==> src/rtl/core/sibm_pkg.sv <==
// ----------------------------------------------------------------------------
// sibm_pkg: shared types and constants for the sparse index block map
// Holds widths, action and status codes, controller states and the
// command and status structs exchanged between controller and datapath.
// ----------------------------------------------------------------------------
package sibm_pkg;

    localparam int MAX_BLOCKS = 256;
    localparam int INDEX_BITS = 32;
    localparam int BLK_BITS   = $clog2(MAX_BLOCKS);
    localparam int CNT_BITS   = BLK_BITS + 1;

    typedef logic [INDEX_BITS-1:0] idx_t;
    typedef logic [BLK_BITS-1:0]   blk_t;
    typedef logic [CNT_BITS-1:0]   cnt_t;

    typedef enum logic [1:0] {
        ACT_CLEAR  = 2'd0,
        ACT_APPEND = 2'd1,
        ACT_XLATE  = 2'd2,
        ACT_RANGE  = 2'd3
    } action_t;

    typedef enum logic [2:0] {
        ST_OK         = 3'd0,
        ST_NOT_MAPPED = 3'd1,
        ST_FULL       = 3'd2,
        ST_BAD_RUN    = 3'd3,
        ST_RANGE_MT   = 3'd4
    } status_t;

    typedef enum logic [3:0] {
        S_IDLE,
        S_EXEC,
        S_RD_HINT,
        S_CHK_HINT,
        S_CHK_NEXT,
        S_BS_RD,
        S_BS_CMP,
        S_FIN_RD,
        S_FIN_CHK,
        S_DONE
    } state_t;

    // Search target selection for the shared binary search.
    typedef enum logic [1:0] {
        TGT_X,
        TGT_LAST
    } target_t;

    typedef struct packed {
        logic    load;       // capture input beat
        logic    exec;       // clear / append / trivial decisions
        logic    rd_hint;    // read hint block (and predecessor)
        logic    chk_hint;   // evaluate hint block
        logic    chk_next;   // evaluate hint + 1 block
        logic    bs_init;    // start binary search
        logic    bs_rd;      // read midpoint
        logic    bs_cmp;     // compare midpoint
        logic    fin_rd;     // read found block
        logic    fin_chk;    // final check after search
        target_t tgt;
    } cmd_t;

    typedef struct packed {
        action_t act;
        logic    quick;      // result decided in exec step
        logic    hint_hit;
        logic    next_hit;
        logic    bs_done;
    } sts_t;

endpackage

==> src/rtl/core/sibm_ctrl.sv <==
// ----------------------------------------------------------------------------
// sibm_ctrl: controller for the sparse index block map
// Sequences each action through table reads, the hint checks and the
// binary search, and drives the result handshake.
// ----------------------------------------------------------------------------
module sibm_ctrl
    import sibm_pkg::*;
(
    input  logic clk,
    input  logic rst_n,
    input  logic in_valid,
    output logic in_ready,
    output logic out_valid,
    input  logic out_ready,
    input  sts_t sts,
    output cmd_t cmd
);

    state_t state_reg, state_next;
    logic   second_reg, second_next;

    always_ff @(posedge clk or negedge rst_n)
    begin
        if (!rst_n)
        begin
            state_reg  <= S_IDLE;
            second_reg <= 1'b0;
        end
        else
        begin
            state_reg  <= state_next;
            second_reg <= second_next;
        end
    end

    always_comb
    begin
        state_next  = state_reg;
        second_next = second_reg;
        unique case (state_reg)
            S_IDLE:
            begin
                second_next = 1'b0;
                if (in_valid)
                    state_next = S_EXEC;
            end
            S_EXEC:
            begin
                if (sts.quick)
                    state_next = S_DONE;
                else if (sts.act == ACT_XLATE)
                    state_next = S_RD_HINT;
                else
                    state_next = S_BS_RD;
            end
            S_RD_HINT:  state_next = S_CHK_HINT;
            S_CHK_HINT: state_next = sts.hint_hit ? S_DONE : S_CHK_NEXT;
            S_CHK_NEXT: state_next = sts.next_hit ? S_DONE : S_BS_RD;
            S_BS_RD:    state_next = S_BS_CMP;
            S_BS_CMP:
            begin
                if (!sts.bs_done)
                    state_next = S_BS_RD;
                else if (sts.act == ACT_RANGE && !second_reg)
                begin
                    state_next  = S_BS_RD;
                    second_next = 1'b1;
                end
                else
                    state_next = S_FIN_RD;
            end
            S_FIN_RD:   state_next = S_FIN_CHK;
            S_FIN_CHK:  state_next = S_DONE;
            S_DONE:
            begin
                if (out_ready)
                    state_next = S_IDLE;
            end
            default:    state_next = S_IDLE;
        endcase
    end

    always_comb
    begin
        cmd       = '0;
        cmd.tgt   = second_reg ? TGT_LAST : TGT_X;
        in_ready  = 1'b0;
        out_valid = 1'b0;
        unique case (state_reg)
            S_IDLE:
            begin
                in_ready = 1'b1;
                cmd.load = in_valid;
            end
            S_EXEC:     cmd.exec = 1'b1;
            S_RD_HINT:  cmd.rd_hint = 1'b1;
            S_CHK_HINT: cmd.chk_hint = 1'b1;
            S_CHK_NEXT:
            begin
                cmd.chk_next = 1'b1;
                cmd.bs_init  = !sts.next_hit;
            end
            S_BS_RD:    cmd.bs_rd = 1'b1;
            S_BS_CMP:
            begin
                cmd.bs_cmp  = 1'b1;
                cmd.bs_init = sts.bs_done && sts.act == ACT_RANGE && !second_reg;
            end
            S_FIN_RD:   cmd.fin_rd = 1'b1;
            S_FIN_CHK:  cmd.fin_chk = 1'b1;
            S_DONE:     out_valid = 1'b1;
            default:    ;
        endcase
    end

endmodule

==> config.mk <==
export PLATFORM = sky130hd
export DESIGN_NAME = sibm_ctrl
export DESIGN_NICKNAME = d
export VERILOG_FILES = /design/src/rtl/core/sibm_pkg.sv /design/src/rtl/core/sibm_ctrl.sv
export SDC_FILE = /design/constraint.sdc
export NUM_CORES = 1
export LEC_CHECK = 0
export BUFFER_PORTS_ARGS = -buffer_cell sky130_fd_sc_hd__clkbuf_2
export CELL_PAD_IN_SITES_DETAIL_PLACEMENT = 0
export CELL_PAD_IN_SITES_GLOBAL_PLACEMENT = 1
export CORE_MARGIN = 5
export CORE_UTILIZATION = 33
export DETAILED_ROUTE_END_ITERATION = 10
export PLACE_DENSITY = 0.82
export SLEW_MARGIN = 10
export SYNTH_ARGS = -nofsm -noshare
export SYNTH_HDL_FRONTEND = slang
export SYNTH_SLANG_ARGS = --single-unit
export TNS_END_PERCENT = 1
==> constraint.sdc <==
create_clock -name clk -period 2.81 [get_ports clk]
set_input_delay 0.1405 -clock clk [delete_from_list [all_inputs] [get_ports clk]]
set_output_delay 0.1405 -clock clk [all_outputs]
set_load 0.01 [all_outputs]
### Word-level counts from Yosys, hierarchy flattened

Index checks and enable logic that the tools add are counted.

* bits in registers: 5
* latch bits: 0
* RAM bits: 0
* memory bits (read-only): 0
* output and inout port bits: 14
* logic and storage cells: 51
* memories kept: 0

* add/subtract/negate cells: 0
* multiply operators: 0
* div/mod/pow operators: 0
* order comparisons: 0
* eq/ne operators: 15
* shift operators: 0
* mux-type cells: 25
* bitwise gates (word level): 0
* reductions and logical operators: 9

Operators with widths (number)
* one-hot mux 4 bit (10 select lines): 1
* two-way mux 4 bit: 5
* equality test 4 x 3 -> 1 bit (second input constant): 4
* two-way mux 1 bit: 14
* equality test 4 x 2 -> 1 bit (second input constant): 2
* equality test 4 bit (second input constant): 2
* inequality test 2 bit (second input constant): 4
* equality test 2 bit (second input constant): 2
* equality test 4 x 1 -> 1 bit (second input constant): 1
* logical NOT 4 bit: 1
* two-way mux 2 bit: 2
* one-hot mux 1 bit (2 select lines): 2
* logical AND 1 bit: 3
* two-way mux 3 bit: 1
* AND reduction 3 bit: 1
* logical NOT 1 bit: 2
* AND reduction 2 bit: 1
* nonzero test 2 bit: 1

### Logic depth before layout (Yosys ltp)

Gate-level depths: netlist of the first run.

* depth in word-level cells: 5
* gate-level depth with buffers: 5
* depth with buffers taken out: 3

### Worst setup path before layout of the first run

No wires, ideal clock.

* path type: flip-flop to output port
* from: register state_reg[2]
* to: output port cmd[11] (netlist bit)
* data arrival time: 1.270 ns
* data required time: 2.670 ns
* path slack: 1.400 ns
* cell stages (with the launch flop): 4
* buffers on the path: 1
* cell sequence: dfrtp_1 -> buf_4 -> nor4_2 -> and2_1

RTL lines
* start, declared: RTL line sibm_ctrl.sv:19 `state_t state_reg, state_next;`
* start signal, assigned: RTL line sibm_ctrl.sv:31 `state_reg <= state_next;`
* end, declared: RTL line sibm_ctrl.sv:16 `output cmd_t cmd`

==> results of run 1 <==
[layout make-up]
type,instances,share of cell area [%]
Multi-Input combinational cell,41,49.6
Sequential cell,5,19.8
Timing Repair Buffer,23,19.0
Clock buffer,4,4.17
Inverter,7,4.17
Tap cell,16,3.17
[synth_stat cells (2+ instances only)]
cell | instances | area [um^2]
and2_1 | 2 | 12.5
dfrtp_1 | 5 | 125
o211ai_1 | 2 | 15.0
inv_1 | 7 | 26.3
nor2_1 | 4 | 15.0
o2bb2ai_1 | 2 | 17.5
a21oi_1 | 2 | 10.0
nor3_1 | 3 | 15.0
buf_4 | 4 | 30.0
buf_2 | 3 | 15.0
nand2b_1 | 4 | 25.0
[power groups by stage]
| stage | Sequential [mW] | Combinational (mW) | Clock (mW) |
|---|---|---|---|
| floorplan | 0.127 | 0.339 | 0 |
| global placement | 0.208 | 0.330 | 0 |
| detailed placement | 0.211 | 0.329 | 0 |
| CTS | 0.209 | 0.331 | 0.0865 |
| global route | 0.223 | 0.356 | 0.0928 |
| finish | 0.211 | 0.325 | 0.0856 |
[through the flow]
step           hold slack, ns  cells  utilization (%)  total power [mW]
6_report                0.140     96             41.9             0.621
3_3_place_gp          -0.0442     91             39.5             0.538
5_1_grt                 0.145     96             41.9             0.671
3_5_place_dp          -0.0381     91             39.5             0.540
4_1_cts                 0.145     96             41.9             0.626
2_1_floorplan          -0.155     61                -             0.465
[routing by layer]
layer / GRT usage (%) / wire length, um / up-vias
li1: - / - / 258
met2: 16.9 / 653 / 18
met3: 3.01 / 73 / 2
met5: 0 / 0 / -
met4: 5.24 / 17 / 0
met1: 13.3 / 542 / 247
[what timing repair did]
action / CTS / global route
resized for setup: 0 / 0
hold buffers: 1 / 0
setup endpoints to repair: 0 / 0
endpoints found under the hold margin: 5 / 0
[worst paths after layout]
path	depth (start not counted)	start	to	slack, ns
setup / recovery	4	state_reg[1]$_DFFE_PN0P_	cmd[6]	0.96
hold / removal	3	in_valid	state_reg[0]$_DFFE_PN0P_	0.14
min in group asynchronous	2	rst_n	state_reg[1]$_DFFE_PN0P_	0.24
max in group asynchronous	2	rst_n	second_reg$_DFFE_PN0P_	2.44
hold reg to reg	2	second_reg$_DFFE_PN0P_	second_reg$_DFFE_PN0P_	0.57
setup reg to reg	3	state_reg[1]$_DFFE_PN0P_	state_reg[0]$_DFFE_PN0P_	1.23
[worst max-delay path, stage by stage (launching register included)]
cell and delay, ns:
dfrtp_1 0.69, and4bb_2 0.35, nand4_1 0.12, o2bb2ai_1 0.15
clkbuf_2 0.14
[cells by family after synthesis]
logic type / Yosys count / synth area share, %
compound gates: 18 / 28.6
other cells: 1 / 0.720
simple gates: 22 / 30.8
buf+inv: 15 / 15.9
flops: 5 / 24.0
==> impl_metrics.toml, run 1 <==
[clocking]
cts_buffers = 3
clk_latency_ns = 0.25
post_cts_buffers = 0
clk_pin_slew_ns = 0.05
cts_tree = "yes"
htree_levels = 1
cts_sinks = 5
clock_path_buffers = 2
root_buffer = "clkbuf_4"

[cells_and_area]
layout_common_cells = "22 x clkbuf_2, 7 x inv_1, 5 x dfrtp_1"
fill_cells = 164
largest_reg_flops = 4
drive_above_1_share_pct = 38.8
diodes = 0
final_area_um2 = 631
register_area_um2 = 125
syn_to_final_growth_pct = 21.2
multi_input_area_um2 = 313
layout.nets = 91
final_common_cell = "clkbuf_2"

[timing]
max_slew_margin_pct = 62.8
fin_crit_ns = 1.85
drv_slew = 0
clock_skew_ns = 0.00202
hold_viol_final = 0
fin_setup_tns_ns = 0
worstMarginPinSlew_ns = 0.558
worst_slack_ns = 0.964
fmax_mhz = 542
fin_crit_sh_pct = 65.7
rsz0062_at_grt = "no"
finalSetupViolCount = 0

[pwr]
peakVddDrop_mv = 0.288
leakage_nw = 0.304
clockPowerShare_pct = 13.8
p_switching_uw = 297
p_per_area_mw_per_mm2 = 985
pwr-share-seq_pct = 33.9
internal_power_uw = 324
pwr-share-comb_pct = 52.3
swShare_pct = 47.8

[floorplan]
coreArea_mm2 = 0.00151
io_pins = 24
die_area_mm2 = 0.00247
fp-row-count = 14
die_h_um = 49.7
start_util_pct = 34.6
fp.dieW_um = 49.7

[global_routing]
grt_pass1_vias = 434
grt_overflow_total = 0
grt_pass1_wl_um = 2060
grt_max_degree = 18
grt_antenna_before_repair = 0
grt_util_all_layers_pct = 10.8

[place]
pre_cts_ws_ns = 1.22
numPortBuffers = 22
hpwl_um = 974
placed_cell_area_um2 = 594
routabilityCongestion = 0.745

[setup_path]
path_class = "register to primary output"
crit_fanout = 17
cp.arrival_ns = 1.71
required_ns = 2.67
critPathLaunchType = "register"
setup.worst_path.end_class = "primary output"

[synth]
synth_cell_types = 34
ys_warn_count = 0
async_reset_ff_share_pct = 100
yosysSeqAreaShare_pct = 24.0
synth_edf_count = 0
synth_nets = 71
avgSynthCellArea_um2 = 8.53
ys.flop_type = "dfrtp_1"
syn-cell-area_um2 = 520
yosys_register_bits = 5
syn_inst = 61

[job]
cap_violations = 0

[routing]
wl_um = 1290
drtIter0Drc = 18
vias = 525
drtPass1Iterations = 4
ant_nets = 0
wl_per_cell_um = 13.4
post-route-drc-count = 0
viasPerCell = 5.47

[min_path]
hp-class = "primary input to register"

[run_status]
status = "finished, final reports clean"
No activity file was read; power rests on OpenSTA's default activity.
==> run 2, diff against run 1 <==
--- a/config.mk
+++ b/config.mk
@@ -5,13 +5,14 @@
 export SDC_FILE = /design/constraint.sdc
 export NUM_CORES = 1
 export LEC_CHECK = 0
+export ABC_AREA = 1
 export BUFFER_PORTS_ARGS = -buffer_cell sky130_fd_sc_hd__clkbuf_2
 export CELL_PAD_IN_SITES_DETAIL_PLACEMENT = 0
 export CELL_PAD_IN_SITES_GLOBAL_PLACEMENT = 1
 export CORE_MARGIN = 5
-export CORE_UTILIZATION = 33
+export CORE_UTILIZATION = 28
 export DETAILED_ROUTE_END_ITERATION = 10
-export PLACE_DENSITY = 0.82
+export PLACE_DENSITY = 0.77
 export SLEW_MARGIN = 10
 export SYNTH_ARGS = -nofsm -noshare
 export SYNTH_HDL_FRONTEND = slang
==> constraint.sdc (replaced) <==
create_clock -name clk -period 1.9 [get_ports clk]
set_input_delay 0.095 -clock clk [delete_from_list [all_inputs] [get_ports clk]]
set_output_delay 0.095 -clock clk [all_outputs]
set_load 0.01 [all_outputs]
==> run 2 against run 1 <==
Net effect:
- clock power grew 47%
- critical path type unchanged
- clock-buffer cell count is the same
- largest cell class unchanged
- first-iteration DRC count shrank 33%
==> impl_metrics.toml, run 2 <==
[cells_and_area]
layout.nets = 112
final_core_util_pct = 37.3
syn_to_final_growth_pct = 29.9
final_common_cell = "clkbuf_2"
final_cells = 118
largest_reg_flops = 4
register_area_um2 = 125
multi_input_area_um2 = 285
final_area_um2 = 631
diodes = 0
drive_above_1_share_pct = 41.6
layout_common_cells = "22 x clkbuf_2, 14 x nor2_1, 12 x nand2_1"
fill_cells = 187

[synth]
synth_area_leaders = "dfrtp_1 26%, nor2_1 11%, nand3_1 10%"
synth_nets = 87
syn-cell-area_um2 = 485
synth_top_area_cell = "dfrtp_1"
synthAdderAreaFrac_pct = 0
async_reset_ff_share_pct = 100
yosys_register_bits = 5
synth_cell_types = 19
synth_compound_area_share_pct = 3.87
synth_edf_count = 0
synth-xor-area-share_pct = 0
synth_top_area_share_pct = 25.8
yosysSeqAreaShare_pct = 25.8
synthMuxAreaShare_pct = 0
syn_inst = 77
synth_top_family_by_area = "simple AND/OR/NAND/NOR gates"
ys_warn_count = 0
synth-simple-area-share_pct = 54.1
avgSynthCellArea_um2 = 6.30
ys.flop_type = "dfrtp_1"
yosysMostFrequentCell = "nor2_1"
yosys-top-cells-count = "14 x nor2_1, 12 x nand2_1, 10 x nand3_1"

[timing]
fmax_mhz = 668
hold_viol_final = 0
clock_skew_ns = 0.000862
fin_setup_tns_ns = 0
finalHoldWorstSlack_ns = 0.0964
fin_crit_sh_pct = 78.8
worst_slack_ns = 0.403
finalSetupViolCount = 0
drv_slew = 0
fin_crit_ns = 1.50
rsz0062_at_grt = "no"

[pwr]
peakVddDrop_mv = 0.412
p_per_area_mw_per_mm2 = 1470
leakage_nw = 0.376
total_power_uw = 926

[global_routing]
grt_overflow_total = 0
grt_antenna_before_repair = 0
grt_pass1_wl_um = 2040
grt_util_all_layers_pct = 10.1
grt_pass1_vias = 483
grt_max_degree = 7

[routing]
post-route-drc-count = 0
vias = 554
wl_um = 1300
drtIter0Drc = 12
ant_nets = 0
drtPass1Iterations = 4
viasPerCell = 4.69
wl_per_cell_um = 11.1

[min_path]
min_to = "state_reg[1]$_DFFE_PN0P_"
holdPathStages = 3
hp-class = "primary input to register"
hp-start = "sts[0]"

[setup_path]
r2r_setup_slack_ns = 0.74
critPathLaunchType = "register"
crit_chain = "nor2_2 -> inv_2 -> nor2_1 -> nand2_1 -> nand2_1 -> clkbuf_2"
path_class = "register to primary output"
reg2regPathDepth = 6
reg2reg_to = "state_reg[0]$_DFFE_PN0P_"
crit_slowest_cell = "dfrtp_1"
crit_cells = 6
cp_num_buf_inv = 2
r2r-start = "state_reg[2]$_DFFE_PN0P_"
worst_path_most_repeated_cell = "nand2_1"
critical-path-top-delay-family = "simple AND/OR/NAND/NOR gates"
setup.worst_path.end_class = "primary output"
cp_slowest_stage_delay_ns = 0.47
cp.arrival_ns = 1.40
required_ns = 1.80
crit_fanout = 6

[clocking]
clock_path_buffers = 2
post_cts_buffers = 0
cts_sinks = 5
cts_tree = "yes"
root_buffer = "clkbuf_4"
cts_resized = 0
htree_levels = 1
clk_latency_ns = 0.25
cts_buffers = 3
clk_pin_slew_ns = 0.04
cts_hold_buf = 1

[place]
dp.cells = 113
routabilityCongestion = 0.870
placed_cell_area_um2 = 594
numPortBuffers = 22
hpwl_um = 1160
pre_cts_ws_ns = 0.657

[floorplan]
die_area_mm2 = 0.00267
fp-row-count = 15
fp.dieW_um = 51.6
coreArea_mm2 = 0.00169
die_h_um = 51.6
start_util_pct = 28.7
io_pins = 24

[job]
cap_violations = 0

[run_status]
status = "finished, final reports clean"
run 2: changes by cell type in the layout (fill, tap and decap cells not counted), moves of 2 or more:
cell,before,now
nand2_1,1,12
nand3_1,0,10
nor2_1,4,14
inv_2,0,6
nand2b_1,4,0
nand2_2,0,3
nor2_2,0,3
and2_1,2,0
o211ai_1,2,0
o2bb2ai_1,2,0
run 2: routing by layer:
metal  vias to the layer above  share of wire, %  global-route usage (%)
li1                        288                 -                       -
met1                       254                42                    11.7
met2                        10                51                    17.4
met3                         2               5.9                    2.01
met4                         0               1.5                    5.24
met5                         -                 0                       0
run 2: worst max-delay path by stage:
stage | slack [ns] | startpoint | endpoint
4_1_cts | 0.40 | state_reg[0]$_DFFE_PN0P_ | cmd[6]
3_3_place_gp | 0.68 | state_reg[3]$_DFFE_PN0P_ | cmd[6]
6_report | 0.40 | state_reg[0]$_DFFE_PN0P_ | cmd[6]
3_5_place_dp | 0.66 | state_reg[0]$_DFFE_PN0P_ | cmd[6]
2_1_floorplan | 0.71 | state_reg[0]$_DFFE_PN0P_ | cmd[6]
5_1_grt | 0.25 | state_reg[0]$_DFFE_PN0P_ | cmd[6]
run 2: report_power, final:
group / internal, mW / switching, mW
Sequential: 0.149 / 0.0800
Combinational: 0.200 / 0.370
Clock: 0.0796 / 0.0464
run 2: logic make-up after synthesis:
logic type             after synthesis
and+or+nand+nor                     51
buffers and inverters               17
DFF                                  5
AOI/OAI and AO/OA                    3
other                                1
run 2: worst reg2reg max path, stage by stage (launching register included):
cell and delay, ns:
dfrtp_1 0.47, nor2_2 0.24, nand3_1 0.12, nand2_1 0.08, inv_1 0.04, nand2_1 0.06, nand2_1 0.04
run 2: area by class of cell:
class                      instances  share of cell area (%)
multi-input combinational         55                    45.2
sequential                         5                    19.8
timing repair buffer              23                    19.0
inverter                          14                    8.33
clock buffer                       4                    4.17
tap                               17                    3.37
==> run 3, diff against run 2 <==
==> constraint.sdc (replaced) <==
create_clock -name clk -period 1.6 [get_ports clk]
set_input_delay 0.08 -clock clk [delete_from_list [all_inputs] [get_ports clk]]
set_output_delay 0.08 -clock clk [all_outputs]
set_load 0.01 [all_outputs]
==> run 3 against run 2 <==
Net effect:
- utilization grew 0.30 points
- critical endpoint unchanged
- largest cell class unchanged
- sequential share of layout area is 0.16 points lower
- highest routed layer unchanged
- clock power rose by 22%
- non-clock buffer count stayed put
- die area did not move
- largest power group unchanged
- global-route usage grew 0.49 points
- register-to-register slack got worse by 0.31 ns
- first-iteration DRC count decreased by 25%
- flip-flop and latch count unchanged
- wire length up 4.8%
==> impl_metrics.toml, run 3 (same netlist as run 2, synthesis figures left out) <==
[run_status]
status = "finished, final reports clean"

[setup_path]
cp_slowest_stage_delay_ns = 0.43
crit_fanout = 5
crit_start = "state_reg[3]$_DFFE_PN0P_"
required_ns = 1.52
critPathLaunchType = "register"
crit_chain = "inv_2 -> nand2_4 -> nor3_4 -> nand2_2 -> nand2_1 -> clkbuf_2"
cp_num_buf_inv = 2
critical-path-top-delay-family = "simple AND/OR/NAND/NOR gates"
path_class = "register to primary output"
r2r-start = "state_reg[0]$_DFFE_PN0P_"
crit_slowest_cell = "dfrtp_1"
cp.arrival_ns = 1.40
setup.worst_path.end_class = "primary output"

[pwr]
leakage_nw = 0.377
peakVddDrop_mv = 0.546
p_per_area_mw_per_mm2 = 1770

[place]
numPortBuffers = 22
routabilityCongestion = 0.870
hpwl_um = 1170

[clocking]
cts_sinks = 5
cts_buffers = 3
clock_path_buffers = 2
htree_levels = 1
clk_latency_ns = 0.25
root_buffer = "clkbuf_4"
clk_pin_slew_ns = 0.05
post_cts_buffers = 0
cts_tree = "yes"

[routing]
wl_per_cell_um = 11.6
drtIter0Drc = 9
post-route-drc-count = 0
drtPass1Iterations = 4
viasPerCell = 4.85
vias = 572
wl_um = 1370
ant_nets = 0

[floorplan]
coreArea_mm2 = 0.00169
die_h_um = 51.6
die_area_mm2 = 0.00267
fp.dieW_um = 51.6
start_util_pct = 28.7
fp-row-count = 15
io_pins = 24

[timing]
hold_viol_final = 0
clock_skew_ns = 0.00198
finalHoldWorstSlack_ns = 0.0788
fin_crit_ns = 1.48
fin_setup_tns_ns = 0
drv_slew = 0
finalSetupViolCount = 0
fmax_mhz = 675
fin_crit_sh_pct = 92.5
rsz0062_at_grt = "no"

[cells_and_area]
syn_to_final_growth_pct = 30.9
final_common_cell = "clkbuf_2"
layout.nets = 112
largest_reg_flops = 4
multi_input_area_um2 = 290
drive_above_1_share_pct = 41.6
layout_common_cells = "22 x clkbuf_2, 14 x nor2_1, 12 x nand2_1"
register_area_um2 = 125
fill_cells = 194
diodes = 0

[min_path]
hp-class = "primary input to register"
hp-start = "sts[0]"

[global_routing]
grt_pass1_wl_um = 2130
grt_util_all_layers_pct = 10.6
grt_pass1_vias = 502
grt_antenna_before_repair = 0
grt_overflow_total = 0
grt_max_degree = 7

[job]
cap_violations = 0
## run 3: cell counts in the layout (fill, tap and decap cells not counted)
Identical to the previous run, type by type.
## run 3: tightest hold or removal path, delay by kind of cell
| family | cells | cell delay [ns] |
|---|---|---|
| buf+inv | 1 | 0.09 |
| simple gates | 2 | 0.12 |
## run 3: report_power, final
group | switching, mW | internal (mW) | leakage, nW
Sequential | 0.109 | 0.177 | 0.0644
Combinational | 0.440 | 0.244 | 0.298
Clock | 0.0590 | 0.0947 | 0.0150
## run 3: worst paths after layout
check                      slack [ns]                        to  depth (start not counted)
hold reg to reg                  0.59    second_reg$_DFFE_PN0P_                          3
max in group asynchronous        1.27    second_reg$_DFFE_PN0P_                          2
min in group asynchronous        0.19  state_reg[3]$_DFFE_PN0P_                          2
hold / removal                   0.08  state_reg[1]$_DFFE_PN0P_                          3
setup / recovery                 0.12                    cmd[6]                          6
setup reg to reg                 0.43  state_reg[0]$_DFFE_PN0P_                          7
## run 3: layout make-up
class | instances | share of cell area, %
Tap cell | 17 | 3.35
Sequential cell | 5 | 19.7
Multi-Input combinational cell | 55 | 45.7
Clock buffer | 4 | 4.13
Inverter | 14 | 8.27
Timing Repair Buffer | 23 | 18.9
## run 3: per-layer routing
layer  GRT usage (%)  share of wire, %
met1            12.7                42
met2            18.0                52
met3            1.15               4.9
met4            6.55               1.2
met5               0                 0
## run 3: stage by stage
stage	total power, mW	area [um^2]	std cells	setup slack, ns	util (%)
after floorplan	0.754	485	77	0.423	-
after global placement	0.953	594	113	0.400	35.2
after detailed placement	0.954	594	113	0.380	35.2
after CTS	1.12	631	118	0.104	37.3
after global routing	1.22	636	118	0.0118	37.6
final	1.12	636	118	0.119	37.6
## run 3: repair_timing
action / CTS / global route
setup endpoints to repair: 0 / 1
gates resized for setup: 0 / 1
hold buffers: 1 / 0
hold endpoints to repair: 5 / 0
